## src/design/ttop_pkg.sv

```systemverilog
`timescale 1ns / 1ps
// ----------------------------------------------------------------------------
// ttop_pkg
// Shared types and constants of the one-shot/periodic timer table.
// ----------------------------------------------------------------------------
package ttop_pkg;

	localparam int NUM_TIMERS = 16;
	localparam int CNT_W      = $clog2(NUM_TIMERS + 1);
	localparam int IDX_W      = $clog2(NUM_TIMERS);
	localparam int TIME_W     = 32;
	localparam int ID_W       = 32;

	typedef enum logic [2:0] {
		CMD_CREATE_ONESHOT  = 3'd0,
		CMD_CREATE_PERIODIC = 3'd1,
		CMD_CANCEL          = 3'd2,
		CMD_TICK            = 3'd3,
		CMD_CLEAR           = 3'd4
	} cmd_t;

	typedef enum logic [2:0] {
		KIND_CREATED = 3'd0,
		KIND_FULL    = 3'd1,
		KIND_FIRED   = 3'd2,
		KIND_NONE    = 3'd3,
		KIND_DONE    = 3'd4
	} kind_t;

	typedef enum logic [1:0] {
		ST_IDLE,
		ST_SCAN,
		ST_FINISH
	} state_t;

	typedef struct packed {
		logic [ID_W-1:0]   id;
		logic [TIME_W-1:0] period;
		logic [TIME_W-1:0] start;
		logic              scaled;
		logic              periodic;
	} slot_t;

	localparam int SLOT_W = $bits(slot_t);

endpackage

```

## src/design/ttop_if.sv

```systemverilog
`timescale 1ns / 1ps
// ----------------------------------------------------------------------------
// ttop_req_if / ttop_rsp_if
// Valid/ready channels for timer commands and their results.
// ----------------------------------------------------------------------------
interface ttop_req_if;
	logic        valid;
	logic        ready;
	logic [2:0]  cmd;
	logic [31:0] delay;
	logic        use_scaled;
	logic [31:0] target_id;
	logic [31:0] now_unscaled;
	logic [31:0] now_scaled;

	modport source (output valid, cmd, delay, use_scaled, target_id, now_unscaled,
		now_scaled, input ready);
	modport sink (input valid, cmd, delay, use_scaled, target_id, now_unscaled,
		now_scaled, output ready);
endinterface

interface ttop_rsp_if;
	logic        valid;
	logic        ready;
	logic [2:0]  kind;
	logic [31:0] timer_id;
	logic        last;

	modport source (output valid, kind, timer_id, last, input ready);
	modport sink (input valid, kind, timer_id, last, output ready);
endinterface

```

## src/design/ttop_ram.sv

```systemverilog
`timescale 1ns / 1ps
// ----------------------------------------------------------------------------
// ttop_ram
// Simple dual-port RAM: one write port, one registered read port with enable.
// ----------------------------------------------------------------------------
module ttop_ram #(
	parameter int WIDTH = 8,
	parameter int DEPTH = 16
) (
	input  logic                     clk,
	input  logic                     we,
	input  logic [$clog2(DEPTH)-1:0] waddr,
	input  logic [WIDTH-1:0]         wdata,
	input  logic                     re,
	input  logic [$clog2(DEPTH)-1:0] raddr,
	output logic [WIDTH-1:0]         rdata
);

	logic [WIDTH-1:0] mem [DEPTH];

	always_ff @(posedge clk) begin
		if (we) begin
			mem[waddr] <= wdata;
		end
	end

	always_ff @(posedge clk) begin
		if (re) begin
			rdata <= mem[raddr];
		end
	end

endmodule

```

## src/design/ttop_expire.sv

```systemverilog
`timescale 1ns / 1ps
// ----------------------------------------------------------------------------
// ttop_expire
// Shared expiry compare: picks the entry's time base, forms the wrapped
// elapsed time and compares it against the period.
// ----------------------------------------------------------------------------
module ttop_expire (
	input  ttop_pkg::slot_t               slot,
	input  logic [ttop_pkg::TIME_W-1:0]   now_unscaled,
	input  logic [ttop_pkg::TIME_W-1:0]   now_scaled,
	output logic [ttop_pkg::TIME_W-1:0]   now_sel,
	output logic                          expired
);
	import ttop_pkg::*;

	logic [TIME_W-1:0] elapsed;

	assign now_sel = slot.scaled ? now_scaled : now_unscaled;
	// modulo 2^32 difference
	assign elapsed = now_sel - slot.start;
	assign expired = (elapsed >= slot.period);

endmodule

```

## src/design/timer_table_oneshot_periodic.sv

```systemverilog
`timescale 1ns / 1ps
// ----------------------------------------------------------------------------
// timer_table_oneshot_periodic
// Table of one-shot and periodic timers kept in creation order.
// ----------------------------------------------------------------------------
// Usage:
//   req carries one command plus both current times; rsp returns results,
//   each with a kind, a timer id and a last flag on the final one.
//   Create and clear (and unused commands) answer with a single result that
//   is registered in the transfer cycle.
//   Cancel and tick walk the slot RAM with a single expiry/id compare, one
//   entry per cycle while a stalled rsp does not hold them, compacting the
//   table in place as they go. req.ready stays low while a walk is in
//   progress.
//   Fired events are emitted during the walk; the last one is held back until
//   the walk ends so it can carry the last flag.
//   A stalled rsp freezes the walk at the next fired event; nothing is lost.
//   Reset empties the table and sets the next id to 1. No clearing pass is
//   needed: only entries below the count are ever used.
// ----------------------------------------------------------------------------
module timer_table_oneshot_periodic (
	input  logic              clk,
	input  logic              arst_n,
	ttop_req_if.sink          req,
	ttop_rsp_if.source        rsp
);
	import ttop_pkg::*;

	state_t state_q, state_d;

	logic [CNT_W-1:0]  entry_count_q;
	logic [ID_W-1:0]   next_id_q;
	logic [CNT_W-1:0]  rd_idx_q;
	logic [CNT_W-1:0]  keep_q;
	logic              data_vld_s1;
	logic              pend_vld_q;
	logic [ID_W-1:0]   pend_id_q;
	logic              is_tick_q;
	logic [ID_W-1:0]   target_q;
	logic [TIME_W-1:0] now_u_q;
	logic [TIME_W-1:0] now_s_q;

	logic              out_valid_q;
	kind_t             out_kind_q;
	logic [ID_W-1:0]   out_id_q;
	logic              out_last_q;

	slot_t             rdata_s1;
	slot_t             wdata;
	logic              we;
	logic [IDX_W-1:0]  waddr;
	logic              rd_en;

	logic [TIME_W-1:0] now_sel;
	logic              expired;

	logic              out_free;
	logic              accept;
	logic              full;
	logic              fire;
	logic              stays;
	logic              stall;
	logic              push_en;
	kind_t             push_kind;
	logic [ID_W-1:0]   push_id;
	logic              push_last;

	ttop_ram #(
		.WIDTH (SLOT_W),
		.DEPTH (NUM_TIMERS)
	) u_slots (
		.clk   (clk),
		.we    (we),
		.waddr (waddr),
		.wdata (wdata),
		.re    (rd_en),
		.raddr (rd_idx_q[IDX_W-1:0]),
		.rdata (rdata_s1)
	);

	ttop_expire u_expire (
		.slot         (rdata_s1),
		.now_unscaled (now_u_q),
		.now_scaled   (now_s_q),
		.now_sel      (now_sel),
		.expired      (expired)
	);

	assign out_free  = !out_valid_q || rsp.ready;
	assign req.ready = (state_q == ST_IDLE) && out_free;
	assign accept    = req.valid && req.ready;
	assign full      = (entry_count_q == CNT_W'(NUM_TIMERS));

	assign fire  = is_tick_q && data_vld_s1 && expired;
	assign stays = is_tick_q ? (!expired || rdata_s1.periodic) : (rdata_s1.id != target_q);
	assign stall = fire && pend_vld_q && !out_free;

	always_ff @(posedge clk or negedge arst_n) begin
		if (!arst_n) begin
			state_q <= ST_IDLE;
		end else begin
			state_q <= state_d;
		end
	end

	always_comb begin
		state_d   = state_q;
		push_en   = 1'b0;
		push_kind = KIND_DONE;
		push_id   = '0;
		push_last = 1'b1;
		we        = 1'b0;
		waddr     = keep_q[IDX_W-1:0];
		wdata     = rdata_s1;
		rd_en     = 1'b0;
		if (fire && rdata_s1.periodic) begin
			wdata.start = now_sel;
		end
		case (state_q)
			ST_IDLE: begin
				if (accept) begin
					case (req.cmd)
						CMD_CREATE_ONESHOT, CMD_CREATE_PERIODIC: begin
							push_en = 1'b1;
							if (full) begin
								push_kind = KIND_FULL;
							end else begin
								we             = 1'b1;
								waddr          = entry_count_q[IDX_W-1:0];
								wdata.id       = next_id_q;
								wdata.period   = req.delay;
								wdata.start    = req.use_scaled ? req.now_scaled
									: req.now_unscaled;
								wdata.scaled   = req.use_scaled;
								wdata.periodic = (req.cmd == CMD_CREATE_PERIODIC);
								push_kind      = KIND_CREATED;
								push_id        = next_id_q;
							end
						end
						CMD_CANCEL, CMD_TICK: begin
							state_d = ST_SCAN;
						end
						default: begin
							push_en = 1'b1;
						end
					endcase
				end
			end
			ST_SCAN: begin
				rd_en = !stall;
				if (data_vld_s1 && !stall) begin
					we = stays;
					// emit the previous fired event; the newest one stays pending
					if (fire && pend_vld_q) begin
						push_en   = 1'b1;
						push_kind = KIND_FIRED;
						push_id   = pend_id_q;
						push_last = 1'b0;
					end
				end
				if (!data_vld_s1 && rd_idx_q == entry_count_q) begin
					state_d = ST_FINISH;
				end
			end
			ST_FINISH: begin
				if (out_free) begin
					push_en = 1'b1;
					if (!is_tick_q) begin
						push_kind = KIND_DONE;
					end else if (pend_vld_q) begin
						push_kind = KIND_FIRED;
						push_id   = pend_id_q;
					end else begin
						push_kind = KIND_NONE;
					end
					state_d = ST_IDLE;
				end
			end
			default: begin
				state_d = ST_IDLE;
			end
		endcase
	end

	// table bookkeeping and walk counters
	always_ff @(posedge clk or negedge arst_n) begin
		if (!arst_n) begin
			entry_count_q <= '0;
			next_id_q     <= ID_W'(1);
			rd_idx_q      <= '0;
			keep_q        <= '0;
			data_vld_s1   <= 1'b0;
			pend_vld_q    <= 1'b0;
		end else begin
			case (state_q)
				ST_IDLE: begin
					if (accept) begin
						rd_idx_q    <= '0;
						keep_q      <= '0;
						data_vld_s1 <= 1'b0;
						pend_vld_q  <= 1'b0;
						if ((req.cmd == CMD_CREATE_ONESHOT || req.cmd == CMD_CREATE_PERIODIC)
							&& !full) begin
							entry_count_q <= entry_count_q + CNT_W'(1);
							next_id_q     <= next_id_q + ID_W'(1);
						end
						if (req.cmd == CMD_CLEAR) begin
							entry_count_q <= '0;
						end
					end
				end
				ST_SCAN: begin
					if (!stall) begin
						if (rd_idx_q < entry_count_q) begin
							rd_idx_q    <= rd_idx_q + CNT_W'(1);
							data_vld_s1 <= 1'b1;
						end else begin
							data_vld_s1 <= 1'b0;
						end
						if (data_vld_s1 && stays) begin
							keep_q <= keep_q + CNT_W'(1);
						end
						if (fire) begin
							pend_vld_q <= 1'b1;
						end
					end
					if (state_d == ST_FINISH) begin
						entry_count_q <= keep_q;
					end
				end
				default: begin
				end
			endcase
		end
	end

	always_ff @(posedge clk) begin
		if (accept) begin
			is_tick_q <= (req.cmd == CMD_TICK);
			target_q  <= req.target_id;
			now_u_q   <= req.now_unscaled;
			now_s_q   <= req.now_scaled;
		end
		if (state_q == ST_SCAN && fire && !stall) begin
			pend_id_q <= rdata_s1.id;
		end
	end

	// output register
	always_ff @(posedge clk or negedge arst_n) begin
		if (!arst_n) begin
			out_valid_q <= 1'b0;
		end else if (push_en) begin
			out_valid_q <= 1'b1;
		end else if (rsp.ready) begin
			out_valid_q <= 1'b0;
		end
	end

	always_ff @(posedge clk) begin
		if (push_en) begin
			out_kind_q <= push_kind;
			out_id_q   <= push_id;
			out_last_q <= push_last;
		end
	end

	assign rsp.valid    = out_valid_q;
	assign rsp.kind     = out_kind_q;
	assign rsp.timer_id = out_id_q;
	assign rsp.last     = out_last_q;

	a_count_bound: assert property (@(posedge clk) disable iff (!arst_n)
		entry_count_q <= CNT_W'(NUM_TIMERS))
		else $error("entry count beyond table size");

	a_keep_behind_read: assert property (@(posedge clk) disable iff (!arst_n)
		state_q == ST_SCAN |-> keep_q <= rd_idx_q)
		else $error("compaction write pointer passed read pointer");

	a_walk_shrinks: assert property (@(posedge clk) disable iff (!arst_n)
		state_q == ST_SCAN && state_d == ST_FINISH |=> entry_count_q <= $past(entry_count_q))
		else $error("walk grew the table");

	a_no_push_when_full: assert property (@(posedge clk) disable iff (!arst_n)
		push_en |-> out_free)
		else $error("result pushed over an untaken result");

endmodule
```

## src/flat_wrapper.sv

```systemverilog
// flat-port wrapper written by rule: the top's interface ports become plain ports
module timer_table_oneshot_periodic_flat import ttop_pkg::*;
  (clk, arst_n, req_valid, req_cmd, req_delay, req_use_scaled, req_target_id, req_now_unscaled, req_now_scaled, req_ready, rsp_valid, rsp_kind, rsp_timer_id, rsp_last, rsp_ready);
  ttop_req_if req_i ();
  ttop_rsp_if rsp_i ();
  input  logic clk;
  input  logic arst_n;
  input wire logic [$bits(req_i.valid)-1:0] req_valid;
  input wire logic [$bits(req_i.cmd)-1:0] req_cmd;
  input wire logic [$bits(req_i.delay)-1:0] req_delay;
  input wire logic [$bits(req_i.use_scaled)-1:0] req_use_scaled;
  input wire logic [$bits(req_i.target_id)-1:0] req_target_id;
  input wire logic [$bits(req_i.now_unscaled)-1:0] req_now_unscaled;
  input wire logic [$bits(req_i.now_scaled)-1:0] req_now_scaled;
  output wire logic [$bits(req_i.ready)-1:0] req_ready;
  output wire logic [$bits(rsp_i.valid)-1:0] rsp_valid;
  output wire logic [$bits(rsp_i.kind)-1:0] rsp_kind;
  output wire logic [$bits(rsp_i.timer_id)-1:0] rsp_timer_id;
  output wire logic [$bits(rsp_i.last)-1:0] rsp_last;
  input wire logic [$bits(rsp_i.ready)-1:0] rsp_ready;
  assign req_i.valid = req_valid;
  assign req_i.cmd = req_cmd;
  assign req_i.delay = req_delay;
  assign req_i.use_scaled = req_use_scaled;
  assign req_i.target_id = req_target_id;
  assign req_i.now_unscaled = req_now_unscaled;
  assign req_i.now_scaled = req_now_scaled;
  assign req_ready = req_i.ready;
  assign rsp_valid = rsp_i.valid;
  assign rsp_kind = rsp_i.kind;
  assign rsp_timer_id = rsp_i.timer_id;
  assign rsp_last = rsp_i.last;
  assign rsp_i.ready = rsp_ready;
  timer_table_oneshot_periodic u_core (.clk(clk), .arst_n(arst_n), .req(req_i), .rsp(rsp_i));
endmodule
```

## config.mk

```make
export PLATFORM = sky130hd
export DESIGN_NAME = timer_table_oneshot_periodic_flat
export DESIGN_NICKNAME = d
export VERILOG_FILES = /design/src/design/ttop_pkg.sv /design/src/design/ttop_if.sv /design/src/design/ttop_ram.sv /design/src/design/ttop_expire.sv /design/src/design/timer_table_oneshot_periodic.sv /design/src/flat_wrapper.sv
export SDC_FILE = /design/constraint.sdc
export NUM_CORES = 2
export LEC_CHECK = 0
export BUFFER_PORTS_ARGS = -buffer_cell sky130_fd_sc_hd__buf_2
export CAP_MARGIN = 0
export CORE_UTILIZATION = 60
export DETAILED_ROUTE_END_ITERATION = 10
export GPL_TIMING_DRIVEN = 0
export HOLD_SLACK_MARGIN = 0.1
export PLACE_DENSITY = 0.86
export SYNTH_ARGS = -nofsm -noshare
export SYNTH_HDL_FRONTEND = slang
export SYNTH_HIERARCHICAL = 1
export SYNTH_SLANG_ARGS = --single-unit
```

## constraint.sdc

```tcl
create_clock -name clk -period 30.5 [get_ports clk]
set_input_delay 3.05 -clock clk [delete_from_list [all_inputs] [get_ports clk]]
set_output_delay 3.05 -clock clk [all_outputs]
set_load 0.02 [all_outputs]
```

==> run_results.csv <==
group,metric,value,unit
clock_tree,postCtsResizedCells,0,
flow_run,maxCapViolCount,3,
power_and_ir_drop,internal_power,5.854,mW
final_layout,area_delta_synth_final,14.41,%
floorplan,dieArea,125800,um^2
floorplan,die_h,354.7,um
floorplan,rows,129,
setup_path,startpoint_type,"flip-flop",
synthesis,ys_async_sr_fraction,2.762,%
grt,grt_overflow,0,
clock_tree,hold_buffers,0,
drt,drt-vias-per-instance,7.150,
power_and_ir_drop,swShare,34.91,%
power_and_ir_drop,leakagePower,28.38,nW
setup_path,reg2reg_slack,19610,ps
synthesis,synth_ff_type,"edfxtp_1",
floorplan,io_pins,174,
clock_tree,cts_max_level,4,
final_layout,drive_gt1_share,24.01,%
power_and_ir_drop,ir_worst_vdd,86.74,uV
final_layout,fin_cells,6116,
power_and_ir_drop,p_switching,3.139,mW
drt,wl_per_cell,36.79,um
clock_tree,cts_tree,"built",
setup_path,required,31010,ps
clock_tree,clkLatencyLatePin,820,ps
timing,tns,0,ps
synthesis,syn_nets,4065,
timing,layout_min_cycle_time,10890,ps
synthesis,syn_area,74620,um^2
setup_path,worst_ep_arrival_time,11400,ps
timing,post-route-period-util,35.72,%
synthesis,seq_area_frac_synth,75.43,%
placed_design,hpwl,135.5,mm
drt,dr.pass1.iters,9,
synthesis,synth.avg_cell_area,19.36,um^2
min_path,min_path_type,"flip-flop to flip-flop",
floorplan,die_width,354.7,um
timing,skew,33.86,ps
power_and_ir_drop,clock_power_share,23.9,%
setup_path,worstSetupPathType,"flip-flop to flip-flop",
setup_path,cpPeakStageDelay,1120,ps
drt,via_count,43730,
grt,grt_pass1_vias,44210,
floorplan,core_area,123500,um^2
synthesis,yosysTopAreaCell,"edfxtp_1",
synthesis,synth-edff-count,1831,
clock_tree,path_clk_slew,60,ps
power_and_ir_drop,power,8.993,mW
setup_path,crit_path_max_fanout,10,
setup_path,endpoint_kind,"flip-flop",
grt,antenna_found_initial,11,
setup_path,crit_slowest_cell,"nor3_2",
clock_tree,cts_buffers,177,
floorplan,start_util,60.43,%
power_and_ir_drop,p_seq_share,42.4,%
clock_tree,cts_root_buf,"clkbuf_16",
synthesis,yosysTopAreaCellShare,73.68,%
clock_tree,postCtsSetupBuffers,0,
timing,rsz0062_at_grt,"false",
timing,hold_viol,0,
setup_path,critPathMostFrequentCell,"buf_6",
drt,antenna_left,0,
synthesis,synth_area_leaders,"edfxtp_1 (74%), mux4_2 (12%), nand2_1 (2.1%)",
status,outcome,"finished with violations",
grt,grt_max_degree,65,
placed_design,routabilityCongestion,0.9075,
grt,grt.total_usage,35.97,%
drt,post-route-drc-count,0,
placed_design,placedCellCount,5785,
status,violations,"capacitance limit, slew limit",
timing,setup_viol,0,
synthesis,ys_ff_latch,1883,
synthesis,yosysMostFrequentCell,"edfxtp_1",
final_layout,final_nets,4542,
grt,grt_pass1_wl,315.0,mm
drt,routed_wl,225.0,mm
synthesis,synthCells,3854,
timing,tightest_slew,1519,ps
drt,drt_iter0_drc,8750,
synthesis,yosys_warnings,6,
synthesis,synth_common_cells,"edfxtp_1 (1831), nand2_1 (418), mux4_2 (392)",
timing,clock.fmax,91.79,MHz
timing,drv_slew,17,
timing,relSlewSlack,-1.748,%
synthesis,ys_types,69,
placed_design,io_buffers,172,
power_and_ir_drop,combPwrFrac,33.7,%
power_and_ir_drop,powerDensity,105.3,nW/um^2
clock_tree,cts_sinks,1883,
clock_tree,cts_buffer_depth,3,
[cells in the final DEF (no fill, tap or decap), drive strengths merged, types with 6 or more instances in the layout]
cell type	instances
a21o	30
and3	7
o21a	6
nand3	25
nor3	19
o21ai	39
and2	8
buf	406
nand2	418
a22o	34
bufinv	11
nor4	7
xor2	49
a22oi	196
mux2	31
nand4	28
a211oi	40
dfrtp	51
a21oi	57
inv	88
diode	6
and4	6
mux4	392
o211ai	12
clkinv	78
clkinvlp	6
nand2b	11
nor2b	39
nor2	50
a31oi	37
ha	74
clkbuf	303
edfxtp	1831
xnor2	42
[path summary, 6_finish.rpt]
path,from,depth (start not counted),to
min reg2reg,u_core/next_id_q[22]$_DFFE_PN0P_,1,u_core/next_id_q[22]$_DFFE_PN0P_
max reg2reg,u_core/u_slots/rdata[1]$_DFFE_PP_,30,u_core/u_slots/mem[12][48]$_DFFE_PP_
max,u_core/u_slots/rdata[1]$_DFFE_PP_,30,u_core/u_slots/mem[12][48]$_DFFE_PP_
min in group asynchronous,arst_n,1,u_core/state_q[1]$_DFF_PN0_
min,u_core/next_id_q[22]$_DFFE_PN0P_,1,u_core/next_id_q[22]$_DFFE_PN0P_
max in group asynchronous,arst_n,1,u_core/next_id_q[5]$_DFFE_PN0P_
[layout make-up]
class | instances | area, um^2
fill | 6876 | 38100
buffer | 193 | 930.9
multi-input combinational | 1698 | 17300
tap | 1637 | 2048
antenna | 6 | 15.01
clock buffer | 218 | 4698
clock inverter | 103 | 777.0
sequential | 1883 | 56290
inverter | 80 | 302.8
timing repair buffer | 298 | 3017
[critical path: cells and delay by family, from the launching register on]
kind	cells	cell delay, ps
multiplexers	1	490
buffers and inverters	8	2490
AO/OA/AOI/OAI	13	3750
XOR/XNOR	1	180
flip-flops	1	370
AND/OR/NAND/NOR	4	2410
adder cells (fa/ha/maj)	3	860
[routing by layer]
metal / up-vias / track usage (%) / part of all wire [%]
met5: - / 0 / 0.024
met4: 8 / 24.33 / 8.1
met3: 1011 / 9.671 / 14
met2: 4470 / 56.38 / 47
met1: 21650 / 44.24 / 31
li1: 16600 / - / -
[logic make-up (layout without fill, tap and decap cells)]
kind of cell | count (synthesis) | in the layout | synth area share, %
AO/OA/AOI/OAI | 475 | 475 | 4.519
XOR/XNOR | 92 | 92 | 1.098
adder cells (fa/ha/maj) | 75 | 75 | 1.268
buffers and inverters | 273 | 892 | 1.650
flip-flops | 1883 | 1883 | 75.43
multiplexers | 425 | 425 | 12.33
other | 0 | 6 | 0
AND/OR/NAND/NOR | 631 | 631 | 3.709
[sequential cells by signal, summed over array words and instances (netlist names)]
name	cells
u_core/u_slots/mem	1568
u_core/u_slots/rdata	98
u_core/next_id_q	32
u_core/now_s_q	32
u_core/now_u_q	32
u_core/pend_id_q	32
u_core/rsp.timer_id	32
u_core/target_q	32
u_core/entry_count_q	5
u_core/keep_q	5
u_core/rd_idx_q	5
u_core/rsp.kind	3
u_core/state_q	2
u_core/data_vld_s1	1
u_core/is_tick_q	1
u_core/pend_vld_q	1
u_core/rsp.last	1
u_core/rsp.valid	1
[stage by stage]
step / hold WS, ps / instance area [um^2] / worst slack [ps] / util (%)
after floorplan: 466.7 / 74620 / 17490 / -
after global placement: 501.0 / 77530 / 7093 / 62.79
after detailed placement: 519.6 / 79790 / 20370 / 64.62
after CTS: 532.0 / 85260 / 20070 / 69.05
after global routing: 554.2 / 85370 / 19630 / 69.14
final: 542.8 / 85370 / 19610 / 69.14
[power groups by stage]
stage,clock network (mW),registers [mW],logic (mW)
after CTS,2.15,3.81,2.92
final,2.15,3.82,3.03
after global routing,2.24,3.83,3.13
after detailed placement,0,3.84,2.82
after global placement,0,3.92,2.58
after floorplan,0,3.80,1.80
Note: power is estimated with default switching activity, not from simulation.
